File: config.mk
export PLATFORM = sky130hd
export DESIGN_NAME = video_line_block_decoder_core
export DESIGN_NICKNAME = d
export VERILOG_FILES = /design/src/rtl/vlbd_pkg.sv /design/src/rtl/vlbd_expand.sv /design/src/rtl/vlbd_parse.sv /design/src/rtl/video_line_block_decoder_core.sv
export SDC_FILE = /design/constraint.sdc
export NUM_CORES = 1
export LEC_CHECK = 0
export BUFFER_PORTS_ARGS = -buffer_cell sky130_fd_sc_hd__buf_2
export CORE_UTILIZATION = 32
export DETAILED_ROUTE_END_ITERATION = 6
export SETUP_SLACK_MARGIN = 0.05
export SLEW_MARGIN = 5
export SYNTH_ARGS = -nofsm -noshare
export SYNTH_HDL_FRONTEND = slang
export SYNTH_SLANG_ARGS = --single-unit
File: constraint.sdc
create_clock -name clk_i -period 9.4 [get_ports clk_i]
set_input_delay 1.88 -clock clk_i [delete_from_list [all_inputs] [get_ports clk_i]]
set_output_delay 1.88 -clock clk_i [all_outputs]
set_load 0.1 [all_outputs]
File: src/rtl/vlbd_pkg.sv
// ----------------------------------------------------------------------------
// Video line block decoder package
// Item types, block flag codes and line geometry shared by the decoder.
// ----------------------------------------------------------------------------
`default_nettype none

package vlbd_pkg;

  localparam int unsigned BLOCKS_PER_LINE = 48;
  localparam int unsigned BLK_W           = 6;
  localparam int unsigned NUM_PAYLOAD     = 8;
  localparam int unsigned CNT_W           = 3;
  localparam int unsigned FLAG_W          = 4;

  localparam logic [FLAG_W-1:0] FLAG_ZERO  = 4'h0;
  localparam logic [FLAG_W-1:0] FLAG_ONE   = 4'h1;
  localparam logic [FLAG_W-1:0] FLAG_TWO   = 4'h2;
  localparam logic [FLAG_W-1:0] FLAG_MASK  = 4'h3;
  localparam logic [FLAG_W-1:0] FLAG_FOUR  = 4'h4;
  localparam logic [FLAG_W-1:0] FLAG_DUAL  = 4'h6;
  localparam logic [FLAG_W-1:0] FLAG_EIGHT = 4'h8;

  typedef logic [NUM_PAYLOAD-1:0][7:0] vlbd_store_t;
  typedef logic [15:0][7:0] vlbd_pixels_t;

  typedef struct packed {
    logic [7:0] data_byte;
    logic       line_start;
  } vlbd_in_t;

  typedef struct packed {
    logic [63:0]      pixels_left;
    logic [63:0]      pixels_right;
    logic [BLK_W-1:0] block_number;
    logic             line_end;
  } vlbd_out_t;

  typedef struct packed {
    logic              valid;
    logic [FLAG_W-1:0] flag;
    logic [BLK_W-1:0]  number;
    logic              last;
  } vlbd_emit_t;

  function automatic logic [FLAG_W-1:0] payload_len(logic [7:0] flag);
    logic [FLAG_W-1:0] len;
    case (flag)
      8'(FLAG_ONE):   len = 4'd1;
      8'(FLAG_TWO):   len = 4'd2;
      8'(FLAG_MASK):  len = 4'd3;
      8'(FLAG_FOUR):  len = 4'd4;
      8'(FLAG_DUAL):  len = 4'd6;
      8'(FLAG_EIGHT): len = 4'd8;
      default:        len = 4'd0;
    endcase
    return len;
  endfunction

endpackage

`default_nettype wire

File: src/rtl/vlbd_expand.sv
// ----------------------------------------------------------------------------
// Block expander
// Turns a block flag and its payload bytes into 16 palette-index pixels.
// ----------------------------------------------------------------------------
`default_nettype none

module vlbd_expand
  import vlbd_pkg::*;
(
  input  var logic [FLAG_W-1:0] flag_i,
  input  var vlbd_store_t       store_i,
  output var vlbd_pixels_t      pixels_o
);

  always_comb begin
    for (int i = 0; i < 16; i++) begin
      case (flag_i)
        FLAG_ONE:   pixels_o[i] = store_i[0];
        FLAG_TWO:   pixels_o[i] = store_i[3'(i >> 3)];
        FLAG_MASK:  pixels_o[i] = store_i[2][3'(7 - (i >> 1))] ? store_i[1] : store_i[0];
        FLAG_FOUR:  pixels_o[i] = store_i[3'(i >> 2)];
        FLAG_DUAL: begin
          if (i < 8) begin
            pixels_o[i] = store_i[2][3'(7 - i)] ? store_i[1] : store_i[0];
          end else begin
            pixels_o[i] = store_i[5][3'(15 - i)] ? store_i[4] : store_i[3];
          end
        end
        FLAG_EIGHT: pixels_o[i] = store_i[3'(i >> 1)];
        default:    pixels_o[i] = 8'h00;
      endcase
    end
  end

endmodule

`default_nettype wire

File: src/rtl/vlbd_parse.sv
// ----------------------------------------------------------------------------
// Line parser
// Tracks flag, payload and block position of the current line and issues one
// block per completed flag, or a run of zero blocks for an unknown flag.
// ----------------------------------------------------------------------------
`default_nettype none

module vlbd_parse
  import vlbd_pkg::*;
(
  input  var logic        clk_i,
  input  var logic        rst_ni,
  input  var logic        in_valid_i,
  input  var vlbd_in_t    in_data_i,
  input  var logic        slot_free_i,
  output var logic        in_stall_o,
  output var vlbd_emit_t  emit_o,
  output var vlbd_store_t store_o
);

  logic [BLK_W-1:0]  done_q, done_d, eff_done;
  logic [FLAG_W-1:0] flag_q, flag_d, eff_flag;
  logic [CNT_W-1:0]  cnt_q, cnt_d, eff_cnt;
  logic              fin_q, fin_d, eff_fin;
  logic              fill_q, fill_d;
  vlbd_store_t       store_q, store_d;
  logic              accept, restart;
  logic [7:0]        data;
  logic [FLAG_W-1:0] len_cur, len_new;

  assign in_stall_o = fill_q | ~slot_free_i;
  assign accept     = in_valid_i & ~in_stall_o;
  assign restart    = accept & in_data_i.line_start;
  assign data       = in_data_i.data_byte;

  assign eff_done = restart ? '0 : done_q;
  assign eff_flag = restart ? FLAG_ZERO : flag_q;
  assign eff_cnt  = restart ? '0 : cnt_q;
  assign eff_fin  = restart ? 1'b0 : fin_q;

  assign len_cur = payload_len(8'(eff_flag));
  assign len_new = payload_len(data);

  always_comb begin
    done_d  = eff_done;
    flag_d  = eff_flag;
    cnt_d   = eff_cnt;
    fin_d   = eff_fin;
    fill_d  = fill_q;
    store_d = store_q;
    emit_o.valid  = 1'b0;
    emit_o.flag   = FLAG_ZERO;
    emit_o.number = eff_done;
    emit_o.last   = ({1'b0, eff_done} + 7'd1) >= 7'(BLOCKS_PER_LINE);

    if (fill_q) begin
      emit_o.valid = slot_free_i;
    end else if (accept && !eff_fin) begin
      if (eff_flag == FLAG_ZERO) begin
        if (data == 8'(FLAG_ZERO)) begin
          emit_o.valid = 1'b1;
        end else if (len_new != '0) begin
          flag_d = data[FLAG_W-1:0];
          cnt_d  = '0;
        end else begin
          emit_o.valid = 1'b1;
          fill_d       = 1'b1;
        end
      end else begin
        store_d[eff_cnt] = data;
        if (({1'b0, eff_cnt} + 4'd1) >= len_cur) begin
          emit_o.valid = 1'b1;
          emit_o.flag  = eff_flag;
          flag_d       = FLAG_ZERO;
          cnt_d        = '0;
        end else begin
          cnt_d = eff_cnt + 3'd1;
        end
      end
    end

    if (emit_o.valid) begin
      if (emit_o.last) begin
        fin_d  = 1'b1;
        done_d = '0;
        fill_d = 1'b0;
      end else begin
        done_d = eff_done + 6'd1;
      end
    end
  end

  always_ff @(posedge clk_i or negedge rst_ni) begin
    if (!rst_ni) begin
      done_q <= '0;
      flag_q <= FLAG_ZERO;
      cnt_q  <= '0;
      fin_q  <= 1'b1;
      fill_q <= 1'b0;
    end else begin
      done_q <= done_d;
      flag_q <= flag_d;
      cnt_q  <= cnt_d;
      fin_q  <= fin_d;
      fill_q <= fill_d;
    end
  end

  always_ff @(posedge clk_i) begin
    store_q <= store_d;
  end

  assign store_o = store_d;

endmodule

`default_nettype wire

File: src/rtl/video_line_block_decoder_core.sv
// ----------------------------------------------------------------------------
// Video line block decoder core
// Expands coded video line bytes into 16-pixel blocks.
// ----------------------------------------------------------------------------
// One coded byte is taken per cycle while the output slot is free and no
// zero-block run holds off input. A block appears in the output register the
// cycle after the byte that completes it; the output register frees and
// refills in the same cycle, so bytes flow at full rate while the consumer
// takes blocks. An unknown flag byte emits zero blocks to the line end, one
// per cycle while the slot is free. Bytes outside a line give no output.
`default_nettype none

module video_line_block_decoder_core
  import vlbd_pkg::*;
(
  input  var logic      clk_i,
  input  var logic      rst_ni,
  input  var logic      in_valid_i,
  output var logic      in_stall_o,
  input  var vlbd_in_t  in_data_i,
  output var logic      out_valid_o,
  input  var logic      out_stall_i,
  output var vlbd_out_t out_data_o
);

  logic         out_valid_q;
  vlbd_out_t    out_q, out_d;
  logic         slot_free;
  vlbd_emit_t   emit;
  vlbd_store_t  store;
  vlbd_pixels_t pixels;

  assign slot_free = ~out_valid_q | ~out_stall_i;

  vlbd_parse u_parse (
    .clk_i       (clk_i),
    .rst_ni      (rst_ni),
    .in_valid_i  (in_valid_i),
    .in_data_i   (in_data_i),
    .slot_free_i (slot_free),
    .in_stall_o  (in_stall_o),
    .emit_o      (emit),
    .store_o     (store)
  );

  vlbd_expand u_expand (
    .flag_i   (emit.flag),
    .store_i  (store),
    .pixels_o (pixels)
  );

  assign out_d.pixels_left  = pixels[7:0];
  assign out_d.pixels_right = pixels[15:8];
  assign out_d.block_number = emit.number;
  assign out_d.line_end     = emit.last;

  always_ff @(posedge clk_i or negedge rst_ni) begin
    if (!rst_ni) begin
      out_valid_q <= 1'b0;
    end else if (slot_free) begin
      out_valid_q <= emit.valid;
    end
  end

  always_ff @(posedge clk_i) begin
    if (slot_free && emit.valid) begin
      out_q <= out_d;
    end
  end

  assign out_valid_o = out_valid_q;
  assign out_data_o  = out_q;

endmodule

`default_nettype wire
==> reports/results.tsv, run 1 <==
stage	metric	value	unit
run_status	outcome	completed	
critical_path	critical path endpoint category	flip-flop	
yosys	syn nets	770	
floorplan	Initial Utilization	32.4	%
routing	WL/cell	21.4	um
clock_network	PostCTS Resize Cnt	0	
timing	Slew headroom	13.3	%
yosys	EDFF count, synth	103	
global_route	overall global routing resource usage	19.3	%
placement	Setup WS pre-CTS	3.13	ns
routing	DR iter-0 viols	605	
yosys	post-synthesis cell type count	68	
floorplan	Die Area	27000	um^2
critical_path	worst r2r src	out_valid_o	
yosys	sequential area share after synthesis	51.9	%
floorplan	IO Pins	150	
critical_path	R2R Setup Slk	4.62	ns
power_and_ir_drop	peak supply drop	0.284	mV
critical_path	CP Max Fanout	18	
timing	post-route worst setup slack	3.48	ns
yosys	Post-Syn Instances	751	
clock_network	Reg clk slew, reported paths	0.07	ns
timing	Setup Skew	0.0155	ns
power_and_ir_drop	Leakage Power	3.81	nW
clock_network	Max clock buf depth	2	
finish	diode count	0	
yosys	Yosys reg bits	163	
timing	fin crit share	62.9	%
worst_hold_path	Hold Path End	u_parse.store_q[38]	
critical_path	Worst Setup Path Type	input port to flip-flop	
floorplan	Die Ht	164	um
flow_run	max cap viols	0	
critical_path	R2R depth	12	
placement	port bufs	149	
global_route	GR Overflow Total	0	
worst_hold_path	hold path startpoint	u_parse.store_q[38]	
worst_hold_path	Worst Hold Class	flip-flop to flip-flop	
global_route	vias in the first global route	6466	
routing	final WL	25600	um
timing	Max Slew Vio Count	0	
yosys	Async SR Flop Fraction	9.82	%
timing	Final TNS setup	0	ns
finish	layout cells sized above 1	29.4	%
timing	Setup-failing EPs final	0	
clock_network	clk_lat worst skew	0.44	ns
clock_network	TritonCTS Buffers	17	
critical_path	startpoint types	input port	
routing	drt via density	5.69	
global_route	first-pass GRT wire length	38300	um
clock_network	postcts setup bufs	0	
finish	area delta synth->final	16.4	%
routing	DR pass1 iterations	5	
timing	final hold slack	0.524	ns
finish	Nets	866	
worst_hold_path	WHS Path Cells	2	
yosys	Synth warnings	0	
placement	post-DP HPWL	17600	um
critical_path	Worst EP required	9.67	ns
timing	final hold vios	0	
yosys	Mapped Area	8430	um^2
timing	RSZ-0062 raised after global routing	no	
clock_network	hold_buf cts	0	
routing	via count	6797	
timing	Slew @ Worst Pin	1.29	ns
timing	Max Clock Freq	0.169	GHz
floorplan	FP Rows	59	
clock_network	Sink Count	163	
critical_path	worst path arrival time	6.19	ns
timing	Period minus WS final	5.92	ns
placement	global placement routability congestion	0.898	
critical_path	R2R Path End	out_data_o[66]	
power_and_ir_drop	Pwr Density	372	nW/um^2
global_route	pin count of the biggest net entering global routing	73	
yosys	Primary FF master, synth	edfxtp_1	
global_route	initial antenna violation count	0	
floorplan	Die W	164	um
routing	DRC errors left	0	
clock_network	H-tree depth	4	
floorplan	core box area	26000	um^2
routing	DRT antenna net count	0	
clock_network	TritonCTS clock tree	yes	
clock_network	Clock Tree Root	clkbuf_16	
yosys	Syn Area/Cell	11.2	um^2
finish	Final Core Density	37.8	%
-- area by class of cell --
cell class,instances,area (um^2)
fill,2598,16200
sequential,163,4380
multi-input combinational,474,3480
timing repair buffer,158,813
clock buffer,17,425
tap,335,419
clock inverter,15,171
inverter,33,125
-- stage by stage --
| step | cell area (um^2) | instances | power, mW |
|---|---|---|---|
| floorplan | 8430 | 751 | 2.75 |
| global placement | 9220 | 1163 | 2.94 |
| detailed placement | 9220 | 1163 | 2.95 |
| finish | 9810 | 1195 | 3.65 |
| CTS | 9810 | 1195 | 3.67 |
| global route | 9810 | 1195 | 3.77 |
-- worst max path at each step --
stage / start / end / slack [ns] / cells after the start
final: out_stall_i / out_data_o[66] / 3.48 / 13
after global routing: out_stall_i / out_data_o[50] / 3.11 / 13
after CTS: out_stall_i / out_data_o[66] / 3.53 / 13
after detailed placement: out_stall_i / out_data_o[66] / 3.13 / 13
after global placement: out_stall_i / out_data_o[66] / 3.29 / 13
after floorplan: out_stall_i / u_parse.done_q[0] / 1.50 / 13
-- logic make-up (layout without fill, tap and decap cells) --
kind of cell / after synthesis / count (layout) / share of synthesized area, %
simple gates: 147 / 147 / 9.47
mux: 75 / 75 / 9.39
flops: 163 / 163 / 51.9
buf+inv: 114 / 223 / 7.11
compound gates: 244 / 244 / 21.0
fa+ha+maj: 6 / 6 / 0.890
xor+xnor: 2 / 2 / 0.208
-- power by group --
| part | internal (mW) | switching, mW |
|---|---|---|
| clock | 0.400 | 0.321 |
| sequential | 0.987 | 0.0819 |
| combinational | 0.188 | 1.67 |
| total | 1.58 | 2.07 |
-- cells in the final DEF (no fill, tap or decap), types with 5 or more instances in the layout --
cell type | Yosys | layout
a21oi_1 | 44 | 44
a221oi_2 | 7 | 7
a22oi_1 | 8 | 8
a32o_1 | 9 | 9
and2_1 | 11 | 11
and3_1 | 5 | 5
buf_2 | 16 | 149
buf_4 | 32 | 9
clkbuf_16 | 0 | 17
dfrtp_1 | 15 | 15
dfxtp_1 | 44 | 44
edfxtp_1 | 103 | 103
ha_1 | 6 | 6
inv_1 | 28 | 28
mux2_2 | 27 | 27
mux2i_1 | 46 | 46
nand2_1 | 33 | 33
nand2_2 | 5 | 5
nand3_1 | 19 | 19
nand4_1 | 14 | 14
nor2_1 | 22 | 22
nor3_1 | 12 | 10
o2111ai_1 | 5 | 5
o211ai_1 | 68 | 68
o21ai_0 | 40 | 40
o221ai_1 | 32 | 32
-- synthesized netlist by cell type (all sizes together), types with 13 or more instances --
library cell | count | area, um^2
a21oi | 45 | 229
buf | 55 | 377
clkbuf | 26 | 97.6
dfrtp | 15 | 375
dfxtp | 44 | 881
edfxtp | 103 | 3090
inv | 32 | 120
mux2 | 27 | 304
mux2i | 48 | 488
nand2 | 40 | 178
nand3 | 22 | 125
nand4 | 15 | 100
nor2 | 22 | 82.6
nor3 | 13 | 70.1
o211ai | 68 | 510
o21ai | 44 | 220
o221ai | 33 | 295
-- worst max-delay path, cell delays in order --
cell and delay [ns]:
buf_2 0.11, a21oi_2 0.23, nand3_1 0.52, and2_1 0.44, ha_1 0.26, xnor2_1 0.14
ha_1 0.28, o21ai_0 0.08, nand2b_1 0.11, nand2_1 0.37, nor3_2 1.15, a222oi_1 0.44
o221ai_1 0.16
-- flip-flops by register name, indices dropped and copies added, names as in the netlist --
name,flops
u_parse.flag_q,4
out_valid_o,1
u_parse.store_q,44
out_data_o,103
u_parse.fin_q,1
u_parse.done_q,6
u_parse.fill_q,1
u_parse.cnt_q,3
-- metal layers --
| layer | track usage [%] | wire length (um) | vias up |
|---|---|---|---|
| li1 | - | - | 3119 |
| met1 | 26.2 | 11400 | 3352 |
| met2 | 29.9 | 11900 | 286 |
| met3 | 3.99 | 1630 | 40 |
| met4 | 7.66 | 683 | 0 |
| met5 | 0 | 0 | - |
Note: power is estimated with default switching activity, not from simulation.
==> run 2, diff against run 1 <==
- clock period: 9.4 -> 5.1 ns (I/O delays scaled with it)
==> run 2 against run 1 <==
Via count up 1.2%. Clock power grew 93%. First-iteration DRC count decreased by 12%. Cell count is 0.67% higher. Sequential share of layout area shrank 0.78 points. Non-clock buffer count rose by 8. Global-route usage increased by 0.60 points. Power increased by 88%. Highest routed layer unchanged. Register-to-register slack got worse by 3.5 ns. Sequential power rose by 83%. Critical path type unchanged.
==> reports/results.tsv, run 2 (synthesized netlist as in run 1, its figures left out) <==
stage	metric	value	unit	change
placement	port bufs	149		unchanged
routing	DR top layer	met4		
finish	Post-Layout Cell Count	1203		+0.67%
critical_path	worst r2r src	out_valid_o		
clock_network	PostCTS Resize Cnt	0		unchanged
clock_network	Reg clk slew, reported paths	0.07	ns	about the same
floorplan	IO Pins	150		unchanged
placement	Placed Area	9360	um^2	+1.5%
power_and_ir_drop	Leakage Power	3.87	nW	+1.8%
floorplan	core box area	26000	um^2	unchanged
critical_path	Crit. Startpoint	out_stall_i		
critical_path	worst path arrival time	4.40	ns	-1.79 ns
timing	Slew @ Worst Pin	1.07	ns	-0.228 ns
routing	via count	6881		+1.2%
finish	Nets	874		+0.92%
timing	final hold vios	0		unchanged
routing	metal1 wirelength	11200	um	-1.6%
routing	DR pass1 iterations	7		+2
timing	Max Clock Freq	0.235	GHz	
finish	most common cell after layout, fill and taps aside	buf_2		
timing	final hold slack	0.510	ns	-0.0139 ns
critical_path	CP Max Fanout	15		-3
clock_network	Max clock buf depth	2		unchanged
critical_path	startpoint types	input port		
placement	post-DP HPWL	18700	um	+6.2%
routing	DRT antenna net count	0		unchanged
floorplan	FP Rows	59		unchanged
run_status	outcome	completed		
floorplan	Initial Utilization	32.4	%	unchanged
power_and_ir_drop	peak supply drop	0.532	mV	+87%
floorplan	Die Area	27000	um^2	unchanged
routing	final WL	26300	um	+3.0%
finish	Finished Cell Area	9990	um^2	+1.8%
worst_hold_path	Worst Hold Class	input port to async pin		
timing	Slew headroom	28.9	%	+16 points
clock_network	TritonCTS Buffers	17		unchanged
finish	diode count	0		unchanged
floorplan	Die W	164	um	unchanged
placement	global placement routability congestion	0.901		+0.42%
global_route	vias in the first global route	6600		+2.1%
clock_network	clk_lat worst skew	0.44	ns	about the same
critical_path	Worst EP required	5.25	ns	-4.42 ns
clock_network	postcts setup bufs	0		unchanged
floorplan	Die Ht	164	um	unchanged
global_route	overall global routing resource usage	19.9	%	+0.60 points
routing	WL/cell	21.9	um	+2.3%
power_and_ir_drop	Pwr Density	685	nW/um^2	+84%
clock_network	TritonCTS clock tree	yes		
clock_network	hold_buf cts	0		unchanged
finish	flip-flop and latch area	4380	um^2	unchanged
routing	DRC errors left	0		unchanged
routing	met3 WL	2050	um	+26%
finish	area delta synth->final	18.5	%	
routing	WL met2	12400	um	+4.6%
clock_network	Clock Tree Root	clkbuf_16		
timing	Setup Skew	0.0132	ns	-0.00230 ns
global_route	GR Overflow Total	0		unchanged
routing	DR iter-0 viols	532		-12%
critical_path	critical path endpoint category	flip-flop		
finish	max reg flops	103		unchanged
timing	Setup-failing EPs final	0		unchanged
global_route	initial antenna violation count	0		unchanged
finish	Multi-input gate area	3510	um^2	+0.83%
timing	RSZ-0062 raised after global routing	no		
timing	Max Slew Vio Count	0		unchanged
finish	most frequent cells in the layout	buf_2, edfxtp_1, o211ai_1		
timing	fin crit share	83.4	%	
critical_path	Worst Setup Path Type	input port to flip-flop		
global_route	pin count of the biggest net entering global routing	33		-55%
clock_network	H-tree depth	4		unchanged
placement	placed cell count	1171		+0.69%
timing	Period minus WS final	4.25	ns	
finish	Filler Cells Inserted	2539		-2.3%
global_route	first-pass GRT wire length	39400	um	+2.8%
routing	drt via density	5.72		+0.56%
clock_network	Sink Count	163		unchanged
finish	layout cells sized above 1	30.8	%	+1.3 points
flow_run	max cap viols	0		unchanged
run 2: critical path: stages:
cell and delay (ns):
buf_2 0.12, a21oi_4 0.21, clkinvlp_4 0.20, nor3_4 0.30
nor2_1 0.12, ha_2 0.31, ha_1 0.31, a2111o_1 0.41
nand2_2 0.31, nor4_2 0.09, buf_4 0.22, a222oi_1 0.52
o221ai_1 0.25
run 2: final cells by class:
cell class	count	area share, %
clock buffers	18	4.40
clock inverters	14	1.90
inverters	33	1.29
multi-input cells	474	35.2
flip-flops and latches	163	43.8
well taps	335	4.20
repair buffers	166	9.24
run 2: worst paths after layout:
kind / cells past startpoint / slack, ns / to
worst min register to register: 1 / 0.52 / u_parse.fin_q
worst max register to register: 12 / 1.10 / out_data_o[66]
max in group asynchronous: 1 / 4.27 / u_parse.fin_q
min in group clk_i: 1 / 0.52 / u_parse.fin_q
worst max-delay path: 13 / 0.85 / out_data_o[66]
worst min-delay path: 1 / 0.51 / u_parse.flag_q[2]
run 2: stage by stage:
stage	setup slack (ns)	utilization (%)	total power, mW	TNS (ns)
finish	0.845	38.4	6.84	0
floorplan	-0.457	-	5.06	-28.34
CTS	0.909	38.4	6.88	0
detailed placement	0.475	36.0	5.49	0
global placement	0.306	36.0	5.49	0
global route	0.602	38.4	7.07	0
run 2: routing by layer:
layer	up-vias	track usage (%)
met3	54	4.52
li1	3137	-
met1	3381	26.4
met5	-	0
met2	309	31.5
met4	0	7.24
run 2: power by group:
part / total, mW / internal [mW] / switching (mW)
sequential: 1.96 / 1.81 / 0.150
clock: 1.39 / 0.800 / 0.588
combinational: 3.49 / 0.392 / 3.10
total: 6.84 / 3.01 / 3.83
